### src/rtl/elu_pkg.sv
// ============================================================================
// elu_pkg
// Shared types, codes and character classes for the expression lexer.
// ============================================================================
package elu_pkg;

    localparam int ELU_VALUE_BITS = 32;
    localparam int IN_BITS        = 8;
    localparam int OUT_BITS       = 112;

    // scanner modes
    typedef enum logic [2:0] {
        M_IDLE   = 3'd0,
        M_OPPEND = 3'd1,
        M_SYM    = 3'd2,
        M_INT    = 3'd3,
        M_REAL   = 3'd4,
        M_STR    = 3'd5,
        M_OTHER  = 3'd6
    } mode_t;

    // token kinds
    localparam logic [2:0] KIND_SYMBOL   = 3'd0;
    localparam logic [2:0] KIND_INTEGER  = 3'd1;
    localparam logic [2:0] KIND_REAL     = 3'd2;
    localparam logic [2:0] KIND_OPERATOR = 3'd3;
    localparam logic [2:0] KIND_STRING   = 3'd4;
    localparam logic [2:0] KIND_VAR      = 3'd5;
    localparam logic [2:0] KIND_UNTERM   = 3'd6;

    typedef enum logic [4:0] {
        OP_PLUS, OP_MINUS, OP_MULT, OP_DIV, OP_MOD, OP_POW, OP_AND, OP_OR,
        OP_NOT, OP_XOR, OP_GT, OP_LT, OP_GTE, OP_LTE, OP_EQ, OP_NEQ,
        OP_LPAREN, OP_RPAREN, OP_ERROR, OP_ESCAPE, OP_ASSIGN, OP_LCURL,
        OP_RCURL, OP_COMMA, OP_VAR, OP_LBRACKET, OP_RBRACKET, OP_CONSTRAINT,
        OP_COND, OP_ELSE
    } op_t;

    localparam logic [7:0] CH_STAR   = "*";
    localparam logic [7:0] CH_EQ     = "=";
    localparam logic [7:0] CH_DOLLAR = "$";
    localparam logic [7:0] CH_USCORE = "_";
    localparam logic [7:0] CH_DOT    = ".";
    localparam logic [7:0] CH_QUOTE  = "\"";
    localparam logic [7:0] CH_TILDE  = "~";
    localparam logic [7:0] CH_GT     = ">";
    localparam logic [7:0] CH_LT     = "<";

    typedef struct packed {
        logic        last;
        logic [15:0] length;
        logic [15:0] start;
        logic [7:0]  fdig;
        logic [31:0] frac;
        logic [31:0] ival;
        logic [4:0]  op;
        logic [2:0]  kind;
    } tok_t;

    typedef struct packed {
        logic       is_op;
        logic [4:0] code;
    } op_hit_t;

    function automatic logic is_ws(input logic [7:0] c);
        return (c == 8'd32) || (c >= 8'd9 && c <= 8'd13);
    endfunction

    function automatic logic is_alpha(input logic [7:0] c);
        return (c >= "A" && c <= "Z") || (c >= "a" && c <= "z");
    endfunction

    function automatic logic is_digit(input logic [7:0] c);
        return c >= "0" && c <= "9";
    endfunction

    // operator code of first byte c, paired with nx where a pair applies
    function automatic op_hit_t op_lookup(input logic [7:0] c, input logic [7:0] nx);
        op_hit_t r;
        r.is_op = 1'b1;
        r.code  = OP_PLUS;
        case (c)
            "+":  r.code = OP_PLUS;
            "-":  r.code = OP_MINUS;
            "*":  r.code = (nx == CH_STAR) ? OP_POW : OP_MULT;
            "/":  r.code = OP_DIV;
            "%":  r.code = OP_MOD;
            "&":  r.code = OP_AND;
            "|":  r.code = OP_OR;
            "~":  r.code = (nx == CH_EQ) ? OP_NEQ : OP_NOT;
            "^":  r.code = OP_XOR;
            ">":  r.code = (nx == CH_EQ) ? OP_GTE : OP_GT;
            "<":  r.code = (nx == CH_EQ) ? OP_LTE : OP_LT;
            "=":  r.code = (nx == CH_EQ) ? OP_EQ : OP_ASSIGN;
            "(":  r.code = OP_LPAREN;
            ")":  r.code = OP_RPAREN;
            "{":  r.code = OP_LCURL;
            "}":  r.code = OP_RCURL;
            "\\": r.code = OP_ESCAPE;
            ",":  r.code = OP_COMMA;
            "[":  r.code = OP_LBRACKET;
            "]":  r.code = OP_RBRACKET;
            "?":  r.code = OP_COND;
            ":":  r.code = OP_ELSE;
            "@":  r.code = OP_CONSTRAINT;
            default: r.is_op = 1'b0;
        endcase
        return r;
    endfunction

endpackage

### src/rtl/expression_lexer_unit.sv
// ============================================================================
// expression_lexer_unit
// Streaming tokenizer: one text byte per beat in, closed tokens out.
// ============================================================================
//  channel  | dir | tdata                          | tlast        | tuser
//  s_axis   | in  | ch[7:0]                        | end_of_text  | -
//  m_axis   | out | kind,op,int,frac,fdig,col,len  | last         | -
//
//  One input beat per cycle; its tokens are computed in the same cycle from
//  the scanner registers and land in a four-entry result queue.
//  A byte yields zero, one or two tokens; input stalls while fewer than two
//  queue entries are free, so the rate is one byte per cycle unless tokens
//  pile up faster than m_axis drains them.
//  Reset clears the scanner mode, counters and the queue.
// ============================================================================
module expression_lexer_unit #(
    parameter int VALUE_BITS = elu_pkg::ELU_VALUE_BITS
) (
    input  logic                          clk,
    input  logic                          rst_n,
    input  logic                          s_axis_tvalid,
    output logic                          s_axis_tready,
    input  logic [elu_pkg::IN_BITS-1:0]   s_axis_tdata,   // ch[7:0]
    input  logic                          s_axis_tlast,   // end_of_text
    output logic                          m_axis_tvalid,
    input  logic                          m_axis_tready,
    // token_kind[2:0], op_code[7:3], int_value[39:8], frac_value[71:40],
    // frac_digits[79:72], start_col[95:80], token_length[111:96]
    output logic [elu_pkg::OUT_BITS-1:0]  m_axis_tdata,
    output logic                          m_axis_tlast    // last
);
    import elu_pkg::*;

    localparam int QDEPTH = 4;

    mode_t                 mode_reg, mode_next;
    logic [7:0]            pend_reg, pend_next;
    logic [VALUE_BITS-1:0] int_acc_reg, int_acc_next;
    logic [VALUE_BITS-1:0] frac_acc_reg, frac_acc_next;
    logic [7:0]            frac_cnt_reg, frac_cnt_next;
    logic [15:0]           column_reg, column_next;
    logic [15:0]           tstart_reg, tstart_next;
    logic [15:0]           tlen_reg, tlen_next;

    tok_t                  queue_reg [QDEPTH];
    logic [1:0]            wr_ptr_reg, wr_ptr_next;
    logic [1:0]            rd_ptr_reg, rd_ptr_next;
    logic [2:0]            count_reg, count_next;

    logic       s_fire, m_fire;
    logic [7:0] ch;
    tok_t       fl_tok, st_tok, res0, res1;
    logic       fl_valid;
    logic       st_emit;
    mode_t      st_mode;
    op_hit_t    st_op;
    op_hit_t    fl_op, pair_op;
    logic       do_close, do_start;
    logic [1:0] n_push;
    logic [15:0] len_inc;

    function automatic logic [VALUE_BITS-1:0] acc_digit(input logic [VALUE_BITS-1:0] acc,
                                                        input logic [3:0] d);
        logic [VALUE_BITS+3:0] wide;
        wide = ({4'b0, acc} << 3) + ({4'b0, acc} << 1) + (VALUE_BITS+4)'(d);
        if (wide > {4'b0, {VALUE_BITS{1'b1}}})
            return '1;
        return wide[VALUE_BITS-1:0];
    endfunction

    assign ch            = s_axis_tdata;
    assign s_axis_tready = (count_reg <= 3'(QDEPTH - 2));
    assign s_fire        = s_axis_tvalid && s_axis_tready;
    assign m_axis_tvalid = (count_reg != 3'd0);
    assign m_fire        = m_axis_tvalid && m_axis_tready;
    assign len_inc       = (tlen_reg == 16'hFFFF) ? tlen_reg : tlen_reg + 16'd1;
    assign fl_op         = op_lookup(pend_reg, 8'd0);
    assign pair_op       = op_lookup(pend_reg, ch);

    // pending token as it stands if the text ended now
    always_comb
    begin
        fl_tok        = '0;
        fl_tok.start  = tstart_reg;
        fl_tok.length = tlen_reg;
        fl_valid      = 1'b1;
        case (mode_reg)
            M_OPPEND:
            begin
                fl_tok.kind   = KIND_OPERATOR;
                fl_tok.op     = fl_op.code;
                fl_tok.length = 16'd1;
            end
            M_SYM, M_OTHER: fl_tok.kind = KIND_SYMBOL;
            M_INT:
            begin
                fl_tok.kind = KIND_INTEGER;
                fl_tok.ival = 32'(int_acc_reg);
            end
            M_REAL:
            begin
                fl_tok.kind = KIND_REAL;
                fl_tok.ival = 32'(int_acc_reg);
                fl_tok.frac = 32'(frac_acc_reg);
                fl_tok.fdig = frac_cnt_reg;
            end
            M_STR: fl_tok.kind = KIND_UNTERM;
            default: fl_valid = 1'b0;
        endcase
    end

    // token opened by the current byte
    always_comb
    begin
        st_op        = op_lookup(ch, 8'd0);
        st_tok       = '0;
        st_tok.start = column_reg;
        st_tok.length = 16'd1;
        st_emit      = 1'b0;
        st_mode      = M_IDLE;
        if (is_ws(ch))
        begin
            st_mode = M_IDLE;
        end
        else if (st_op.is_op)
        begin
            if (ch == CH_STAR || ch == CH_TILDE || ch == CH_GT || ch == CH_LT ||
                ch == CH_EQ)
            begin
                st_mode = M_OPPEND;
            end
            else
            begin
                st_emit     = 1'b1;
                st_tok.kind = KIND_OPERATOR;
                st_tok.op   = st_op.code;
            end
        end
        else if (ch == CH_DOLLAR)
        begin
            st_emit     = 1'b1;
            st_tok.kind = KIND_VAR;
            st_tok.op   = OP_VAR;
        end
        else if (is_alpha(ch))
            st_mode = M_SYM;
        else if (is_digit(ch))
            st_mode = M_INT;
        else if (ch == CH_QUOTE)
            st_mode = M_STR;
        else
            st_mode = M_OTHER;
    end

    always_comb
    begin
        mode_next     = mode_reg;
        pend_next     = pend_reg;
        int_acc_next  = int_acc_reg;
        frac_acc_next = frac_acc_reg;
        frac_cnt_next = frac_cnt_reg;
        column_next   = column_reg;
        tstart_next   = tstart_reg;
        tlen_next     = tlen_reg;
        do_close      = 1'b0;
        do_start      = 1'b0;
        res0          = '0;
        res1          = '0;
        n_push        = 2'd0;

        if (s_fire)
        begin
            if (s_axis_tlast)
            begin
                if (fl_valid)
                begin
                    res0      = fl_tok;
                    res0.last = 1'b1;
                    n_push    = 2'd1;
                end
                mode_next     = M_IDLE;
                pend_next     = '0;
                int_acc_next  = '0;
                frac_acc_next = '0;
                frac_cnt_next = '0;
                tstart_next   = '0;
                tlen_next     = '0;
                column_next   = '0;
            end
            else
            begin
                column_next = column_reg + 16'd1;
                case (mode_reg)
                    M_OPPEND:
                    begin
                        if ((pend_reg == CH_STAR && ch == CH_STAR) ||
                            (pend_reg != CH_STAR && ch == CH_EQ))
                        begin
                            res0.kind   = KIND_OPERATOR;
                            res0.op     = pair_op.code;
                            res0.start  = tstart_reg;
                            res0.length = 16'd2;
                            res0.last   = 1'b1;
                            n_push      = 2'd1;
                            mode_next   = M_IDLE;
                        end
                        else
                            do_close = 1'b1;
                    end
                    M_SYM:
                    begin
                        if (is_alpha(ch) || ch == CH_USCORE)
                            tlen_next = len_inc;
                        else
                            do_close = 1'b1;
                    end
                    M_INT:
                    begin
                        if (is_digit(ch))
                        begin
                            int_acc_next = acc_digit(int_acc_reg, ch[3:0]);
                            tlen_next    = len_inc;
                        end
                        else if (ch == CH_DOT)
                        begin
                            mode_next = M_REAL;
                            tlen_next = len_inc;
                        end
                        else
                            do_close = 1'b1;
                    end
                    M_REAL:
                    begin
                        if (is_digit(ch))
                        begin
                            frac_acc_next = acc_digit(frac_acc_reg, ch[3:0]);
                            frac_cnt_next = (frac_cnt_reg == 8'hFF) ? frac_cnt_reg
                                                                    : frac_cnt_reg + 8'd1;
                            tlen_next     = len_inc;
                        end
                        else
                            do_close = 1'b1;
                    end
                    M_STR:
                    begin
                        if (ch == CH_QUOTE)
                        begin
                            res0.kind   = KIND_STRING;
                            res0.start  = tstart_reg;
                            res0.length = tlen_reg;
                            res0.last   = 1'b1;
                            n_push      = 2'd1;
                            mode_next   = M_IDLE;
                        end
                        else
                            tlen_next = len_inc;
                    end
                    M_OTHER:
                    begin
                        if (!is_ws(ch))
                            tlen_next = len_inc;
                        else
                            do_close = 1'b1;
                    end
                    default: do_start = 1'b1;
                endcase

                if (do_close)
                    do_start = 1'b1;

                if (do_start)
                begin
                    mode_next     = st_mode;
                    tstart_next   = column_reg;
                    tlen_next     = 16'd1;
                    int_acc_next  = '0;
                    frac_acc_next = '0;
                    frac_cnt_next = '0;
                    if (st_mode == M_OPPEND)
                        pend_next = ch;
                    if (st_mode == M_INT)
                        int_acc_next = VALUE_BITS'(ch[3:0]);
                    if (st_mode == M_STR)
                    begin
                        tstart_next = column_reg + 16'd1;
                        tlen_next   = 16'd0;
                    end
                    // closing token first, then a one-byte token from this byte
                    if (do_close && fl_valid)
                    begin
                        res0      = fl_tok;
                        res0.last = !st_emit;
                        res1      = st_tok;
                        res1.last = 1'b1;
                        n_push    = st_emit ? 2'd2 : 2'd1;
                    end
                    else if (st_emit)
                    begin
                        res0      = st_tok;
                        res0.last = 1'b1;
                        n_push    = 2'd1;
                    end
                end
            end
        end

        wr_ptr_next = wr_ptr_reg + n_push;
        rd_ptr_next = rd_ptr_reg + 2'(m_fire);
        count_next  = count_reg + 3'(n_push) - 3'(m_fire);
    end

    always_ff @(posedge clk or negedge rst_n)
    begin
        if (!rst_n)
        begin
            mode_reg     <= M_IDLE;
            pend_reg     <= '0;
            int_acc_reg  <= '0;
            frac_acc_reg <= '0;
            frac_cnt_reg <= '0;
            column_reg   <= '0;
            tstart_reg   <= '0;
            tlen_reg     <= '0;
            wr_ptr_reg   <= '0;
            rd_ptr_reg   <= '0;
            count_reg    <= '0;
        end
        else
        begin
            mode_reg     <= mode_next;
            pend_reg     <= pend_next;
            int_acc_reg  <= int_acc_next;
            frac_acc_reg <= frac_acc_next;
            frac_cnt_reg <= frac_cnt_next;
            column_reg   <= column_next;
            tstart_reg   <= tstart_next;
            tlen_reg     <= tlen_next;
            wr_ptr_reg   <= wr_ptr_next;
            rd_ptr_reg   <= rd_ptr_next;
            count_reg    <= count_next;
        end
    end

    always_ff @(posedge clk)
    begin
        if (n_push != 2'd0)
            queue_reg[wr_ptr_reg] <= res0;
        if (n_push == 2'd2)
            queue_reg[wr_ptr_reg + 2'd1] <= res1;
    end

    tok_t head;
    assign head         = queue_reg[rd_ptr_reg];
    assign m_axis_tdata = {head.length, head.start, head.fdig, head.frac, head.ival,
                           head.op, head.kind};
    assign m_axis_tlast = head.last;

endmodule

### config.mk
export PLATFORM = sky130hd
export DESIGN_NAME = expression_lexer_unit
export DESIGN_NICKNAME = d
export VERILOG_FILES = /design/src/rtl/elu_pkg.sv /design/src/rtl/expression_lexer_unit.sv
export SDC_FILE = /design/constraint.sdc
export NUM_CORES = 1
export LEC_CHECK = 0
export ABC_AREA = 0
export ABC_CLOCK_PERIOD_IN_PS = 7400
export BUFFER_PORTS_ARGS = -buffer_cell sky130_fd_sc_hd__buf_4
export CAP_MARGIN = 20
export CORE_MARGIN = 2
export CORE_UTILIZATION = 56
export DETAILED_ROUTE_END_ITERATION = 12
export GPL_ROUTABILITY_DRIVEN = 0
export MAX_ROUTING_LAYER = met4
export PLACE_DENSITY_LB_ADDON = 0.15
export SYNTH_ARGS = -nofsm -noshare
export SYNTH_HDL_FRONTEND = slang
export SYNTH_SLANG_ARGS = --single-unit
export TNS_END_PERCENT = 50
### constraint.sdc
create_clock -name clk -period 7.4 [get_ports clk]
set_clock_uncertainty 0.15 [all_clocks]
set_input_delay 1.11 -clock clk [delete_from_list [all_inputs] [get_ports clk]]
set_output_delay 1.11 -clock clk [all_outputs]
set_load 0.02 [all_outputs]
==> flow_metrics.py <==
metrics = {
    "outcome": {
        "status": "completed",
    },
    "routing": {
        "drt_iter0_drc": 2454,
        "dr.pass1.iters": 6,
        "avgRoutedWirePerCell_um": 23.2,
        "viasPerCell": 6.77,
        "drcViolationCount": 0,
        "num_vias": 24389,
        "wl_mm": 83.4,
        "ant_nets": 0,
    },
    "synthesis": {
        "synth-main-ff-cell": "dfxtp_1",
        "ys_ff_latch": 590,
        "synth-simple-area-share_pct": 10.4,
        "synth-xor-area-share_pct": 2.64,
        "ys_seq_area_share_pct": 44.4,
        "synth-compound-area-share_pct": 23.5,
        "synthesis.area_um2": 30500,
        "synth-edff-count": 104,
        "synthTopCellsByArea": "dfxtp_1, dfrtp_1, edfxtp_1",
        "synth_top_area_share_pct": 22.8,
        "avgSynthCellArea_um2": 10.7,
        "yosys_warnings": 0,
        "synthCells": 2858,
        "synth_top_family_by_area": "compound AO/OA/AOI/OAI gates",
        "ys_types": 100,
        "synth_largest_area_cell": "dfxtp_1",
        "syn_nets": 3010,
        "synth_fa_ha_area_share_pct": 5.82,
        "muxShareOfSynthArea_pct": 9.01,
        "async_flop_share_pct": 23.4,
    },
    "pwr": {
        "switching_share_pct": 37.6,
        "power.internal_w": 0.00714,
        "pwr-share-clk_pct": 27.8,
        "total_power_w": 0.0114,
        "combPwrFrac_pct": 37.2,
        "pwr-share-seq_pct": 35.0,
        "leakage_nw": 13.4,
        "p_per_area_nw_per_um2": 338,
        "netSwitchingPower_w": 0.00430,
        "irDropWorstVdd_mv": 0.282,
    },
    "clock_network": {
        "postCtsSetupBuffers": 0,
        "clk_pin_slew_worst_paths_ns": 0.06,
        "numCtsBuffers": 60,
        "clk_latency_ns": 0.64,
        "cts_max_path_buffers": 3,
        "ctsHoldBuffers": 0,
        "cts_max_level": 2,
        "clock-sinks": 590,
        "cts_resized": 0,
        "cts-root-buf": "clkbuf_16",
        "tritoncts": "built",
    },
    "critical_path": {
        "cp_top_family": "simple AND/OR/NAND/NOR gates",
        "crit_buf_inv": 2,
        "required_ns": 7.56,
        "crit_fanout": 42,
        "cp_cell_sequence": "or3b_4, nor4_4, mux2i_1, o21ai_1, a31oi_2, nand3b_4, and2_4, inv_1, buf_4",
        "start_kind": "register",
        "max_stage_delay_ns": 0.90,
        "cpMaxStageDelayCell": "a31oi_2",
        "crit_arrival_ns": 5.56,
        "worstSetupEndpointType": "register",
        "crit_type": "reg -> reg",
    },
    "floorplanning": {
        "fp.dieH_um": 237,
        "coreArea_um2": 53800,
        "io_pins": 128,
        "fp-row-count": 85,
        "die-area_um2": 56400,
        "die_x_um": 237,
        "start_util_pct": 56.7,
    },
    "place": {
        "placed_area_um2": 31700,
        "place_hpwl_mm": 53.6,
        "place_inst": 3482,
        "io_buffers": 127,
        "pre_cts_slack_ns": 1.58,
    },
    "timing": {
        "setup_ws_ns": 2.00,
        "hold_viol_final": 0,
        "fmax_mhz": 185,
        "final-setup-viol-count": 0,
        "fin_crit_ns": 5.40,
        "drv_slew": 0,
        "rsz0062_at_grt": "no",
        "setup_tns_ns": 0,
        "tightest_slew_ns": 1.16,
        "slew_headroom_pct": 22.7,
        "period_share_pct": 73.0,
    },
    "global_routing": {
        "grt_max_degree": 87,
        "grt_pass1_wl_mm": 131,
        "antenna_found_initial": 1,
        "grt_pass1_vias": 23787,
        "overflow": 0,
        "track_usage_pct": 29.8,
    },
    "job": {
        "cap_viol_max_count": 0,
    },
    "finish": {
        "area_growth_pct": 10.9,
        "fin_cells": 3600,
        "seqCellArea_um2": 13600,
        "drive_gt1_share_pct": 15.2,
        "multiInputGateArea_um2": 15800,
        "largest_reg_flops": 452,
        "fillers": 4318,
        "fin_area_um2": 33800,
        "final_nets": 3004,
    },
    "min_path": {
        "hold_class": "reg -> reg",
    },
}
-- per-stage QoR --
step | hold WS, ns | util [%]
2_1_floorplan | 0.277 | -
3_3_place_gp | 0.292 | 58.7
3_5_place_dp | 0.305 | 58.9
4_1_cts | 0.323 | 62.8
5_1_grt | 0.336 | 62.9
6_report | 0.325 | 62.9
-- layout by cell type, fill, tap and decap left out, types with 47 or more instances in the layout --
cell type    n
buf_4      163
o21ai_0    143
dfxtp_1    348
a31oi_1     51
nor3_1      79
o22ai_1     98
ha_1       134
nand3_1     57
mux4_2     113
a21oi_1    107
xnor2_1     47
edfxtp_1   104
clkbuf_16   62
nand2_1    218
a22o_1     344
nor2_1     110
dfrtp_1    136
-- power by group through the flow --
stage	Sequential, W	Combinational [W]	Clock (W)
2_1_floorplan	0.00382	0.00329	0
3_3_place_gp	0.00405	0.00413	0
3_5_place_dp	0.00407	0.00420	0
4_1_cts	0.00401	0.00423	0.00321
5_1_grt	0.00406	0.00464	0.00335
6_report	0.00401	0.00426	0.00318
-- cells in the mapped netlist (6+ instances only) --
cell type  instances
a2111oi_0          6
a211o_1            6
a211oi_1          22
a21o_1            33
a21oi_1          108
a221oi_1           6
a22o_1           344
a22oi_1           19
a31oi_1           51
and2_1            16
and3_1            14
buf_1             22
buf_2             37
buf_6             21
clkbuf_1         156
dfrtp_1          138
dfxtp_1          348
edfxtp_1         104
ha_1             134
inv_1             38
mux2i_1           16
mux4_2           113
nand2_1          219
nand2b_1          18
nand3_1           57
nand3b_1           8
nand4_1           29
nor2_1           118
nor2b_1            8
nor3_1            79
nor4_1            19
o211ai_1          46
o21a_1            12
o21ai_0          143
o21ai_1            9
o22ai_1           98
o31ai_1            6
or3_1             13
or4_1              6
xnor2_1           47
xor2_1            45
-- routing by layer --
metal | share of wire (%) | track usage (%) | wire (um) | vias to the layer above
li1 | - | - | - | 11095
met1 | 43 | 39.3 | 35800 | 12092
met2 | 47 | 47.1 | 38800 | 1017
met3 | 7.6 | 5.25 | 6350 | 185
met4 | 2.9 | 9.51 | 2380 | 0
met5 | 0 | - | 0 | -
-- cells by family (layout without fill, tap and decap cells) --
family / after synthesis / after routing
multiplexers: 132 / 132
buffers and inverters: 280 / 325
AO/OA/AOI/OAI: 983 / 983
flip-flops: 590 / 590
AND/OR/NAND/NOR: 642 / 642
other: 0 / 1
adder cells (fa/ha/maj): 139 / 139
XOR/XNOR: 92 / 92
-- final cells by class --
| type | instances | area share (%) |
|---|---|---|
| clock inverters | 28 | 0.865 |
| repair buffers | 174 | 4.15 |
| clock buffers | 85 | 5.31 |
| well taps | 696 | 2.57 |
| multi-input cells | 1988 | 46.6 |
| flip-flops and latches | 590 | 40.0 |
| diodes | 1 | 0.00739 |
| inverters | 38 | 0.421 |
-- path summary, 6_finish.rpt --
kind | cells after the start | slack (ns) | start | end
setup / recovery | 9 | 2.00 | pend_reg[1] | queue_reg[2][83]
hold / removal | 1 | 0.33 | queue_reg[1][68] | queue_reg[1][68]
setup reg to reg | 9 | 2.00 | pend_reg[1] | queue_reg[2][83]
hold reg to reg | 1 | 0.33 | queue_reg[1][68] | queue_reg[1][68]
max in group asynchronous | 2 | 5.33 | rst_n | rd_ptr_reg[0]
min in group asynchronous | 1 | 0.42 | rst_n | int_acc_reg[18]
(Power assumes the default switching activity.)
